==> src/sv/obb_sat_pkg.sv <==
package obb_sat_pkg;

	localparam int COORD_BITS = 24;
	localparam int AXIS_W = 24;
	localparam int EXT_W = 23;
	localparam int THR_W = 40;
	localparam int FRAC = 22;
	localparam int LW = 27;
	localparam int DW = 31;
	localparam int MW = 32;
	localparam int PW = 64;
	localparam int OFF_W = COORD_BITS + 1;

	localparam logic [THR_W-1:0] THR_RESET = 40'd1759218604;
	localparam logic [1:0] ROW_CENTER = 2'd3;
	localparam logic [3:0] FACE_AXES = 4'd6;
	localparam logic [3:0] LAST_AXIS = 4'd14;
	localparam logic [3:0] AXIS_NONE = 4'd15;
	localparam logic [5:0] STEP_CROSS = 6'd0;
	localparam logic [5:0] STEP_MID = 6'd12;
	localparam logic [5:0] STEP_PROJ = 6'd13;
	localparam logic [5:0] STEP_LAST = 6'd42;

	typedef struct packed {
		logic              box_select;
		logic [1:0]        row;
		logic signed [23:0] comp_x;
		logic signed [23:0] comp_y;
		logic signed [23:0] comp_z;
		logic [22:0]       half_extent;
		logic              last;
	} item_t;

	typedef struct packed {
		logic       overlap;
		logic [3:0] separating_axis;
	} result_t;

	typedef enum logic [1:0] {A_L, A_STORE, A_DTRUNC} asel_t;
	typedef enum logic [1:0] {B_L, B_STORE, B_EXT, B_OFF} bsel_t;
	typedef enum logic [2:0] {ACC_NONE, ACC_SET, ACC_ADD, ACC_SUB, RCH_SET, RCH_ADD} acc_op_t;
	typedef enum logic [2:0] {WB_NONE, WB_L, WB_LOADL, WB_DTRUNC, WB_DIST} wb_op_t;

	typedef struct packed {
		acc_op_t    acc_op;
		asel_t      a_sel;
		logic [1:0] a_row;
		logic [1:0] a_comp;
		bsel_t      b_sel;
		logic       b_box;
		logic [1:0] b_row;
		logic [1:0] b_comp;
		wb_op_t     wb_op;
		logic [1:0] wb_comp;
	} dp_cmd_t;

	typedef struct packed {
		logic sq_small;
		logic sep;
	} dp_status_t;

	function automatic dp_cmd_t ucode(input logic [3:0] axis, input logic [5:0] step);
		dp_cmd_t c;
		logic [1:0] ia;
		logic [1:0] jb;
		logic [4:0] rel;
		logic [2:0] grp;
		logic [2:0] pgrp;
		logic [1:0] slot;
		c = '0;
		case (axis)
			4'd6: begin ia = 2'd0; jb = 2'd0; end
			4'd7: begin ia = 2'd0; jb = 2'd1; end
			4'd8: begin ia = 2'd0; jb = 2'd2; end
			4'd9: begin ia = 2'd1; jb = 2'd0; end
			4'd10: begin ia = 2'd1; jb = 2'd1; end
			4'd11: begin ia = 2'd1; jb = 2'd2; end
			4'd12: begin ia = 2'd2; jb = 2'd0; end
			4'd13: begin ia = 2'd2; jb = 2'd1; end
			default: begin ia = 2'd2; jb = 2'd2; end
		endcase
		rel = 5'(step - STEP_PROJ);
		grp = rel[4:2];
		slot = rel[1:0];
		pgrp = grp - 3'd1;
		c.a_row = ia;
		c.b_row = jb;
		c.b_box = 1'b1;
		case (step)
			6'd0: begin
				c.acc_op = ACC_SET; c.a_sel = A_STORE; c.a_comp = 2'd1;
				c.b_sel = B_STORE; c.b_comp = 2'd2;
			end
			6'd1: begin
				c.acc_op = ACC_SUB; c.a_sel = A_STORE; c.a_comp = 2'd2;
				c.b_sel = B_STORE; c.b_comp = 2'd1;
			end
			6'd2: begin
				c.acc_op = ACC_SET; c.a_sel = A_STORE; c.a_comp = 2'd2;
				c.b_sel = B_STORE; c.b_comp = 2'd0;
			end
			6'd3: begin
				c.acc_op = ACC_SUB; c.a_sel = A_STORE; c.a_comp = 2'd0;
				c.b_sel = B_STORE; c.b_comp = 2'd2;
				c.wb_op = WB_L; c.wb_comp = 2'd0;
			end
			6'd4: begin
				c.acc_op = ACC_SET; c.a_sel = A_STORE; c.a_comp = 2'd0;
				c.b_sel = B_STORE; c.b_comp = 2'd1;
			end
			6'd5: begin
				c.acc_op = ACC_SUB; c.a_sel = A_STORE; c.a_comp = 2'd1;
				c.b_sel = B_STORE; c.b_comp = 2'd0;
				c.wb_op = WB_L; c.wb_comp = 2'd1;
			end
			6'd6: c.acc_op = ACC_NONE;
			6'd7: begin
				c.wb_op = WB_L; c.wb_comp = 2'd2;
			end
			6'd8, 6'd9, 6'd10: begin
				c.acc_op = (step == 6'd8) ? ACC_SET : ACC_ADD;
				c.a_sel = A_L; c.a_comp = 2'(step - 6'd8);
				c.b_sel = B_L; c.b_comp = 2'(step - 6'd8);
			end
			6'd11: c.acc_op = ACC_NONE;
			6'd12: begin
				if (axis < FACE_AXES) begin
					c.wb_op = WB_LOADL;
					c.b_box = (axis >= 4'd3);
					c.b_row = (axis >= 4'd3) ? 2'(axis - 4'd3) : axis[1:0];
				end
			end
			default: begin
				if (grp <= 3'd5 && slot != 2'd3) begin
					c.acc_op = (slot == 2'd0) ? ACC_SET : ACC_ADD;
					c.a_sel = A_L; c.a_comp = slot;
					c.b_sel = B_STORE; c.b_comp = slot;
					c.b_box = (grp >= 3'd3);
					c.b_row = (grp >= 3'd3) ? 2'(grp - 3'd3) : grp[1:0];
				end else if (grp == 3'd6 && slot != 2'd3) begin
					c.acc_op = (slot == 2'd0) ? ACC_SET : ACC_ADD;
					c.a_sel = A_L; c.a_comp = slot;
					c.b_sel = B_OFF; c.b_comp = slot;
				end else if (grp >= 3'd1 && grp <= 3'd6 && slot == 2'd3) begin
					c.acc_op = (grp == 3'd1) ? RCH_SET : RCH_ADD;
					c.a_sel = A_DTRUNC;
					c.b_sel = B_EXT;
					c.b_box = (pgrp >= 3'd3);
					c.b_row = (pgrp >= 3'd3) ? 2'(pgrp - 3'd3) : pgrp[1:0];
				end
				if (grp >= 3'd1 && grp <= 3'd6 && slot == 2'd0)
					c.wb_op = WB_DTRUNC;
				else if (grp == 3'd7 && slot == 2'd0)
					c.wb_op = WB_DIST;
			end
		endcase
		return c;
	endfunction

endpackage

==> src/sv/obb_sat_ctrl.sv <==
module obb_sat_ctrl import obb_sat_pkg::*; (
	input  logic       clk,
	input  logic       arst_n,
	input  logic       item_valid,
	input  logic       item_last,
	output logic       item_stall,
	output dp_cmd_t    cmd,
	input  dp_status_t status,
	output logic       result_valid,
	output result_t    result,
	input  logic       result_stall
);

	typedef enum logic [2:0] {
		ST_IDLE = 3'b001,
		ST_RUN  = 3'b010,
		ST_DONE = 3'b100
	} state_t;

	state_t      state_q;
	logic [3:0]  axis_q;
	logic [5:0]  step_q;
	logic [3:0]  sep_q;
	logic        res_valid_q;
	result_t     res_q;
	logic        advance;
	logic [3:0]  axis_nx;

	assign item_stall = (state_q != ST_IDLE);
	assign cmd = (state_q == ST_RUN) ? ucode(axis_q, step_q) : '0;
	assign result_valid = res_valid_q;
	assign result = res_q;
	assign axis_nx = axis_q + 4'd1;
	assign advance = (state_q == ST_RUN) &&
		((step_q == STEP_MID && axis_q >= FACE_AXES && status.sq_small) ||
		 (step_q == STEP_LAST && !status.sep));

	always_ff @(posedge clk or negedge arst_n) begin
		if (!arst_n) begin
			state_q <= ST_IDLE;
			axis_q <= '0;
			step_q <= '0;
			sep_q <= AXIS_NONE;
			res_valid_q <= 1'b0;
			res_q <= '0;
		end else begin
			if (state_q == ST_DONE && (!res_valid_q || !result_stall))
				res_valid_q <= 1'b1;
			else if (res_valid_q && !result_stall)
				res_valid_q <= 1'b0;
			case (state_q)
				ST_IDLE: begin
					if (item_valid && item_last) begin
						state_q <= ST_RUN;
						axis_q <= '0;
						step_q <= STEP_MID;
					end
				end
				ST_RUN: begin
					if (advance) begin
						if (axis_q == LAST_AXIS) begin
							sep_q <= AXIS_NONE;
							state_q <= ST_DONE;
						end else begin
							axis_q <= axis_nx;
							step_q <= (axis_nx >= FACE_AXES) ? STEP_CROSS : STEP_MID;
						end
					end else if (step_q == STEP_LAST) begin
						sep_q <= axis_q;
						state_q <= ST_DONE;
					end else begin
						step_q <= step_q + 6'd1;
					end
				end
				ST_DONE: begin
					if (!res_valid_q || !result_stall) begin
						res_q.overlap <= (sep_q == AXIS_NONE);
						res_q.separating_axis <= sep_q;
						state_q <= ST_IDLE;
					end
				end
				default: state_q <= ST_IDLE;
			endcase
		end
	end

endmodule

==> config.mk <==
export PLATFORM = sky130hd
export DESIGN_NAME = obb_sat_ctrl
export DESIGN_NICKNAME = d
export VERILOG_FILES = /design/src/sv/obb_sat_pkg.sv /design/src/sv/obb_sat_ctrl.sv
export SDC_FILE = /design/constraint.sdc
export NUM_CORES = 1
export LEC_CHECK = 0
export ABC_AREA = 1
export ABC_CLOCK_PERIOD_IN_PS = 2500
export BUFFER_PORTS_ARGS = -buffer_cell sky130_fd_sc_hd__clkbuf_2
export CAP_MARGIN = 20
export CELL_PAD_IN_SITES_DETAIL_PLACEMENT = 0
export CELL_PAD_IN_SITES_GLOBAL_PLACEMENT = 2
export CORE_ASPECT_RATIO = 0.7
export CORE_MARGIN = 2
export CORE_UTILIZATION = 31
export DETAILED_ROUTE_END_ITERATION = 10
export PLACE_DENSITY_LB_ADDON = 0.1
export SETUP_SLACK_MARGIN = 0.1
export SLEW_MARGIN = 20
export SYNTH_ARGS = -nofsm -noshare
export SYNTH_HDL_FRONTEND = slang
export SYNTH_SLANG_ARGS = --single-unit
export TNS_END_PERCENT = 10
==> constraint.sdc <==
create_clock -name clk -period 2.5 [get_ports clk]
set_input_delay 0.125 -clock clk [delete_from_list [all_inputs] [get_ports clk]]
set_output_delay 0.125 -clock clk [all_outputs]
set_load 0.02 [all_outputs]
After elaboration in Yosys (flattened, before gate mapping)
Memories as Yosys holds them, arrays and structs flattened.
Cells that the tools add are included.
{"block": "word_totals", "inputBits": 7, "wordCells": 148, "mem_bits_ro": 64, "reg_bits": 23, "n_memories": 1}
{"block": "classes", "n_addsub": 8, "muxes": 47, "n_lt_le_gt_ge": 9, "n_eq_ne": 33, "n_reduce_logical": 43}
{"name": "(no name shown)", "depth": 16, "word_bits": 4, "read_ports": 1, "rd_ports_with_merged_regs": 0, "wr": 0, "line_no": "obb_sat_pkg.sv:71", "source": "case (axis)"}
{"operator": "6-bit by 4-bit equality test with 1-bit output (second input constant)", "count": 5}
{"operator": "4-bit two-way mux", "count": 7}
{"operator": "3-bit two-way mux", "count": 9}
{"operator": "6-bit by 3-bit equality test with 1-bit output (second input constant)", "count": 4}
{"operator": "6-bit two-way mux", "count": 4}
{"operator": "21-bit two-way mux", "count": 1}
{"operator": "5-bit two-way mux", "count": 4}
{"operator": "4-bit one-hot mux with 5 select lines", "count": 1}
{"operator": "3-bit one-hot mux with 3 select lines", "count": 2}
{"operator": "2-bit two-way mux", "count": 8}
{"operator": "1-bit logical AND", "count": 13}
{"operator": "6-bit by 2-bit equality test with 1-bit output (second input constant)", "count": 2}
{"operator": "3-bit one-hot mux with 4 select lines", "count": 1}
{"operator": "6-bit one-hot mux with 2 select lines", "count": 1}
{"operator": "4-bit AND reduction", "count": 3}
{"operator": "12-bit OR reduction", "count": 1}
{"operator": "3-bit OR reduction", "count": 4}
{"operator": "6-bit OR reduction", "count": 2}
{"operator": "2-bit OR reduction", "count": 5}
{"operator": "3-bit equality test (second input constant)", "count": 3}
{"operator": "9-bit two-way mux", "count": 1}
{"operator": "9-bit OR reduction", "count": 1}
{"operator": "4-bit equality test (second input constant)", "count": 2}
{"operator": "4-bit by 3-bit greater-or-equal comparator with 1-bit output (second input constant)", "count": 2}
{"operator": "other kinds (35)", "count": 54}

Longest topological paths before layout
Gate-level depths: netlist of the first run.
{"block": "logic_depth", "depth_word": 9, "mapped_depth": 15, "mapped_depth_nobuf": 15}

Worst setup path after synthesis of the first run
OpenSTA, ideal clock, no wires.
{"block": "synth_timing", "kind": "reg2out", "from": "register step_q[0]", "to": "output port cmd[13] in the netlist's numbering", "slack_ns": 0.029, "t_required_ns": 2.375, "t_arrival_ns": 2.346, "path_stages_with_launch": 14, "path_cell_list": "dfrtp_1 > inv_1 > ha_1 > inv_2 > nand2_1 > nand2_2 > inv_2 > ha_1 > inv_1 > nand3_1 > nand2_1 > o21ai_0 > inv_1 > nor3_1"}
{"element": "start: declaration", "line_no": "obb_sat_ctrl.sv:22", "source": "logic [5:0] step_q;"}
{"element": "start signal: assignment", "line_no": "obb_sat_ctrl.sv:66", "source": "step_q <= (axis_nx >= FACE_AXES) ? STEP_CROSS : STEP_MID;"}
{"element": "start signal: assignment", "line_no": "obb_sat_ctrl.sv:72", "source": "step_q <= step_q + 6'd1;"}
{"element": "end: declaration", "line_no": "obb_sat_ctrl.sv:7", "source": "output dp_cmd_t cmd,"}

==> impl_metrics.yaml, run 1 <==
worst_hold_path:
  hp-start: "result_stall"
  hold_class: "in -> reg"
  min_path_cells: 3
  whs_endpoint: "result_valid"
clock_network:
  cts_sinks: 23
  cts_buffers: 3
  path_clk_slew_ps: 80
  clk_path_buf_depth: 2
  cts_root_buf: "clkbuf_8"
  worstSkewPairLatency_ps: 260
  htree_num_levels: 1
  cts_tree: "yes"
setup_path:
  required_ps: 2380
  worst_path_dominant_cell_family: "simple AND/OR/NAND/NOR gates"
  path_buf_inv: 4
  start_kind: "register"
  slowest_delay_ps: 380
  path_class: "reg -> out"
  reg2reg_slack_ps: 380
  crit_chain: "inv_2, buf_6, ha_4, o21ai_4, nand3_2, nand2_4, nand3_4, nor2_4, buf_6, nor3_1, nor3_1, buf_2"
  critPathArrivalTime_ps: 2250
  r2r-start: "step_q[4]"
  slowest_stage: "dfrtp_1"
  worstReg2RegEnd: "step_q[4]"
  cp-end-kind: "primary output"
  reg2regPathDepth: 12
  path_max_fanout: 5
yosys:
  ys_seq_area_frac: 0.253
  netlist-cell-type-count: 37
  syn_area_per_cell_um2: 6.41
  synthCells: 358
  synth_fp_nets: 378
  synth_flop_cell: "dfrtp_1"
  syn-cell-area_um2: 2300
  synth_edf_count: 0
  synthArstFlopShare: 1.00
  yosysWarnings: 0
  ys_seq_elements: 23
route:
  num_vias: 2482
  vias_per_cell: 4.77
  drtIter0Drc: 75
  final_antenna_net_count: 0
  drc: 0
  wire_per_inst_um: 13.9
  wirelength_um: 7240
  dr.pass1.iters: 4
timing:
  setup_slack_ps: 122
  fmax_mhz: 421
  whs_ps: 73.5
  layout_min_cycle_time_ps: 2380
  rsz0062_at_grt: "yes"
  hold_viol: 0
  final.setup_skew_ps: 5.01
  setup_viol: 0
  slew_headroom: 0.604
  slew_violations: 0
  tightest_slew_ps: 594
  min_period_over_period: 0.951
global_routing:
  grt_pass1_wl_um: 11800
  grt_antenna_before_repair: 0
  grt_max_degree: 24
  grt_use_total: 0.183
  grt_pass1_vias: 2302
  overflow: 0
die:
  fp-row-count: 26
  core-area_um2: 7220
  ios: 35
  die_width_um: 107
  die_area_um2: 8120
  die_y_um: 76.0
  start_util: 0.318
power_and_ir_drop:
  pwr-share-seq: 0.134
  power_leakage_nw: 1.54
  finalPower_mw: 4.19
  comb_power_share: 0.810
  intPower_mw: 1.94
  power-per-cell-area_nw_per_um2: 1350
  p_clk_frac: 0.056
  worst_ir_drop_vdd_mv: 0.422
  switching_share: 0.538
  switchingPower_mw: 2.25
place:
  place_inst: 496
  place.gp.congestion: 0.843
  dp_slack_ps: 115
  place_hpwl_um: 5580
  portBuffers: 34
cells_and_area:
  syn2layout_area_growth_pct: 35.2
  instances_no_fill: 520
  nFillCells: 788
  drive_gt1_frac: 0.336
  nNetsFinal: 443
  n_antenna_cell: 0
run_status:
  status: "completed"
job:
  cap_viol_max_count: 0
[worst reg2reg max path, stage by stage, from the launching register on]
cell	delay, ps
dfrtp_1	460
nor2_4	250
buf_12	140
nand2_8	60
nor2_4	100
buf_4	150
nand3_1	120
nand2_2	180
nor2_2	90
nand2_4	100
nand4_2	180
nand2_1	130
nand2_1	50
[cells in the final DEF (no fill, tap or decap), drive strengths merged, types with 5 or more instances in the layout]
master	instances
nand2	100
inv	57
nor2	47
buf	41
nand3	31
clkbuf	28
o21ai	23
nor3	21
dfrtp	18
a21oi	13
ha	13
nand4	7
dfstp	5
[power groups by stage]
| stage | clock, mW | sequential (mW) | combinational, mW |
|---|---|---|---|
| after floorplan | 0 | 0.576 | 1.78 |
| after global placement | 0 | 0.552 | 2.53 |
| after detailed placement | 0 | 0.555 | 2.49 |
| after CTS | 0.246 | 0.560 | 3.12 |
| after global routing | 0.265 | 0.579 | 3.71 |
| final | 0.234 | 0.562 | 3.39 |
[cells in the mapped netlist (all sizes together) (3+ instances only)]
| cell type | instances | area (um^2) |
|---|---|---|
| nor3 | 21 | 110 |
| nand2 | 100 | 413 |
| nand4 | 7 | 50.1 |
| dfstp | 5 | 131 |
| ha | 13 | 163 |
| dfrtp | 18 | 450 |
| xor2 | 3 | 26.3 |
| nor2 | 46 | 220 |
| inv | 57 | 214 |
| o21ai | 23 | 119 |
| nand3 | 31 | 170 |
| buf | 6 | 41.3 |
| a21oi | 13 | 68.8 |
[cell families (layout without fill, tap and decap cells)]
| logic type | after synthesis | after routing | synth area share |
|---|---|---|---|
| AND/OR/NAND/NOR | 207 | 208 | 0.432 |
| buffers and inverters | 64 | 127 | 0.113 |
| AO/OA/AOI/OAI | 47 | 47 | 0.116 |
| flip-flops | 23 | 23 | 0.253 |
| adder cells (fa/ha/maj) | 13 | 13 | 0.0708 |
| XOR/XNOR | 4 | 4 | 0.0153 |
[flip-flops by register name, indices dropped and copies added (netlist names)]
register	cells
step_q	6
axis_q	4
result_valid	1
state_q	3
result	5
sep_q	4
[layout make-up]
type / count / area, um^2 / share of cell area
Multi-Input combinational cell: 272 / 1660 / 0.536
Sequential cell: 23 / 584 / 0.188
Clock buffer: 4 / 45.0 / 0.0145
Timing Repair Buffer: 66 / 470 / 0.152
Inverter: 57 / 219 / 0.0705
Tap cell: 98 / 123 / 0.0395
[worst max-delay path by stage]
stage | slack [ps] | start | depth (start not counted) | endpoint
global placement | 120 | step_q[0] | 12 | cmd[7]
finish | 120 | step_q[1] | 12 | cmd[5]
floorplan | 30 | step_q[0] | 13 | cmd[13]
global route | -20 | step_q[0] | 15 | cmd[8]
CTS | 80 | step_q[0] | 13 | cmd[7]
detailed placement | 120 | step_q[1] | 15 | cmd[8]
[per-layer routing]
metal  GRT usage  wire length, um
met1       0.294             4000
met2       0.253             2970
met3      0.0342              213
met4      0.0286               55
met5           0                0
[repair_timing]
item / in CTS / in global routing
pin swaps: 14 / 18
hold buffers: 1 / 0
resized for setup: 42 / 39
endpoints found under the hold margin: 18 / 0
setup endpoints to repair: 16 / 16
cloned: 1 / 0
buffers inserted: 14 / 4
[stage by stage]
step / util / area (um^2) / TNS (ps)
floorplan: - / 2300 / 0
global placement: 0.366 / 2640 / 0
global route: 0.430 / 3100 / -105
CTS: 0.410 / 2960 / 0
finish: 0.430 / 3100 / 0
detailed placement: 0.366 / 2640 / 0
(Power assumes the default switching activity.)
==> inputs of run 2 (changes only) <==
--- a/config.mk
+++ b/config.mk
@@ -16,6 +16,7 @@
 export CORE_UTILIZATION = 31
 export DETAILED_ROUTE_END_ITERATION = 10
 export PLACE_DENSITY_LB_ADDON = 0.1
+export REMOVE_ABC_BUFFERS = 1
 export SETUP_SLACK_MARGIN = 0.1
 export SLEW_MARGIN = 20
 export SYNTH_ARGS = -nofsm -noshare
==> impl_metrics.yaml, run 2 (same netlist as run 1, synthesis figures left out) <==
place:
  place_inst: 494
  place.gp.congestion: 0.806
  portBuffers: 34
  place_hpwl_um: 5500
timing:
  hold_viol: 0
  final.setup_skew_ps: 6.89
  tightest_slew_ps: 596
  layout_min_cycle_time_ps: 2400
  fmax_mhz: 416
  rsz0062_at_grt: "yes"
  slew_violations: 0
  whs_ps: 82.4
  slew_headroom: 0.603
  min_period_over_period: 0.962
  tns_ps: 0
  setup_viol: 0
route:
  wl_met2_um: 3060
  final_antenna_net_count: 0
  dr.pass1.iters: 4
  top_layer_used: "met4"
  vias_per_cell: 4.78
  wirelength_um: 7320
  num_vias: 2495
  drc: 0
  drtIter0Drc: 91
  wl_met3_um: 415
  wire_per_inst_um: 14.0
  wl_met1_um: 3830
global_routing:
  grt_use_total: 0.187
  grt_pass1_vias: 2355
  overflow: 0
  grt_pass1_wl_um: 12100
  grt_antenna_before_repair: 0
  grt_max_degree: 24
clock_network:
  htree_num_levels: 1
  path_clk_slew_ps: 80
  cts_buffers: 3
  cts_root_buf: "clkbuf_8"
  cts_tree: "yes"
  clk_path_buf_depth: 2
  worstSkewPairLatency_ps: 260
  cts_sinks: 23
setup_path:
  required_ps: 2380
  cp-end-kind: "primary output"
  path_class: "reg -> out"
  r2r-start: "step_q[1]"
  start_kind: "register"
  worstReg2RegEnd: "step_q[4]"
  reg2regPathDepth: 13
  path_max_fanout: 8
  reg2reg_slack_ps: 360
  critPathArrivalTime_ps: 2280
cells_and_area:
  syn2layout_area_growth_pct: 38.9
  top_register: "step_q"
  drive_gt1_frac: 0.358
  layout_common_cells: "nand2_1, inv_1, buf_4"
  instances_no_fill: 522
  n_antenna_cell: 0
  nNetsFinal: 445
  largest_reg_flops: 6
  layout_commonest_cell: "nand2_1"
power_and_ir_drop:
  power_leakage_nw: 1.58
  worst_ir_drop_vdd_mv: 0.540
  power-per-cell-area_nw_per_um2: 1400
worst_hold_path:
  hp-start: "result_stall"
  hold_class: "in -> reg"
  whs_endpoint: "result_valid"
  min_path_cells: 3
die:
  fp-row-count: 26
  die_y_um: 76.0
  core-area_um2: 7220
  start_util: 0.318
  ios: 35
  die_width_um: 107
  die_area_um2: 8120
job:
  cap_viol_max_count: 0
run_status:
  status: "completed"
run 2: area by class of cell:
| class | count | area [um^2] |
|---|---|---|
| Tap cell | 98 | 123 |
| Multi-Input combinational cell | 271 | 1700 |
| Sequential cell | 23 | 586 |
| Clock buffer | 4 | 45.0 |
| Timing Repair Buffer | 69 | 509 |
| Inverter | 57 | 224 |
| Fill cell | 784 | 4030 |
run 2: worst max-delay path by stage:
stage / slack [ps] / startpoint / depth (start not counted) / end
after floorplan: 30 / step_q[0] / 13 / cmd[13]
after global placement: 130 / step_q[0] / 15 / cmd[8]
after global routing: -40 / step_q[1] / 14 / cmd[7]
final: 100 / step_q[1] / 13 / cmd[18]
after CTS: 80 / step_q[0] / 12 / cmd[12]
after detailed placement: 80 / step_q[0] / 14 / cmd[6]
run 2: per-stage QoR:
stage / util / worst slack [ps] / power [mW] / cell area, um^2
2_1_floorplan: - / 29.0 / 2.28 / 2250
3_3_place_gp: 0.365 / 133 / 3.12 / 2640
3_5_place_dp: 0.365 / 77.3 / 3.10 / 2640
4_1_cts: 0.426 / 75.3 / 4.23 / 3080
5_1_grt: 0.442 / -44.2 / 4.85 / 3190
6_report: 0.442 / 95.5 / 4.46 / 3190
run 2: timing repair:
item | 4_1_cts | 5_1_grt
setup endpoints to repair | 16 | 16
gates cloned | 1 | 0
pin swaps | 22 | 16
hold buffers | 1 | 0
setup buffers | 20 | 3
endpoints found under the hold margin | 18 | 0
resized for setup | 51 | 47
run 2: per-layer routing:
metal	global-route usage	up-vias
met5	0	-
met1	0.299	1152
met3	0.0274	2
met2	0.269	50
met4	0.0221	0
li1	-	1291
run 2: power breakdown:
part | switching [mW] | leakage, nW | internal (mW)
combinational | 2.13 | 1.28 | 1.53
sequential | 0.0989 | 0.280 | 0.472
clock | 0.120 | 0.0228 | 0.114
run 2: critical path, cell delays in order, from the launching register on:
cell and delay (ps):
dfrtp_1 380, inv_2 80, ha_4 190, buf_4 150
nand2_8 100, nor2_4 50, nor2_2 160, nand3_4 110
nor2_4 220, buf_12 150, o21ai_0 70, nor2_1 110
nor3_1 70, buf_4 180
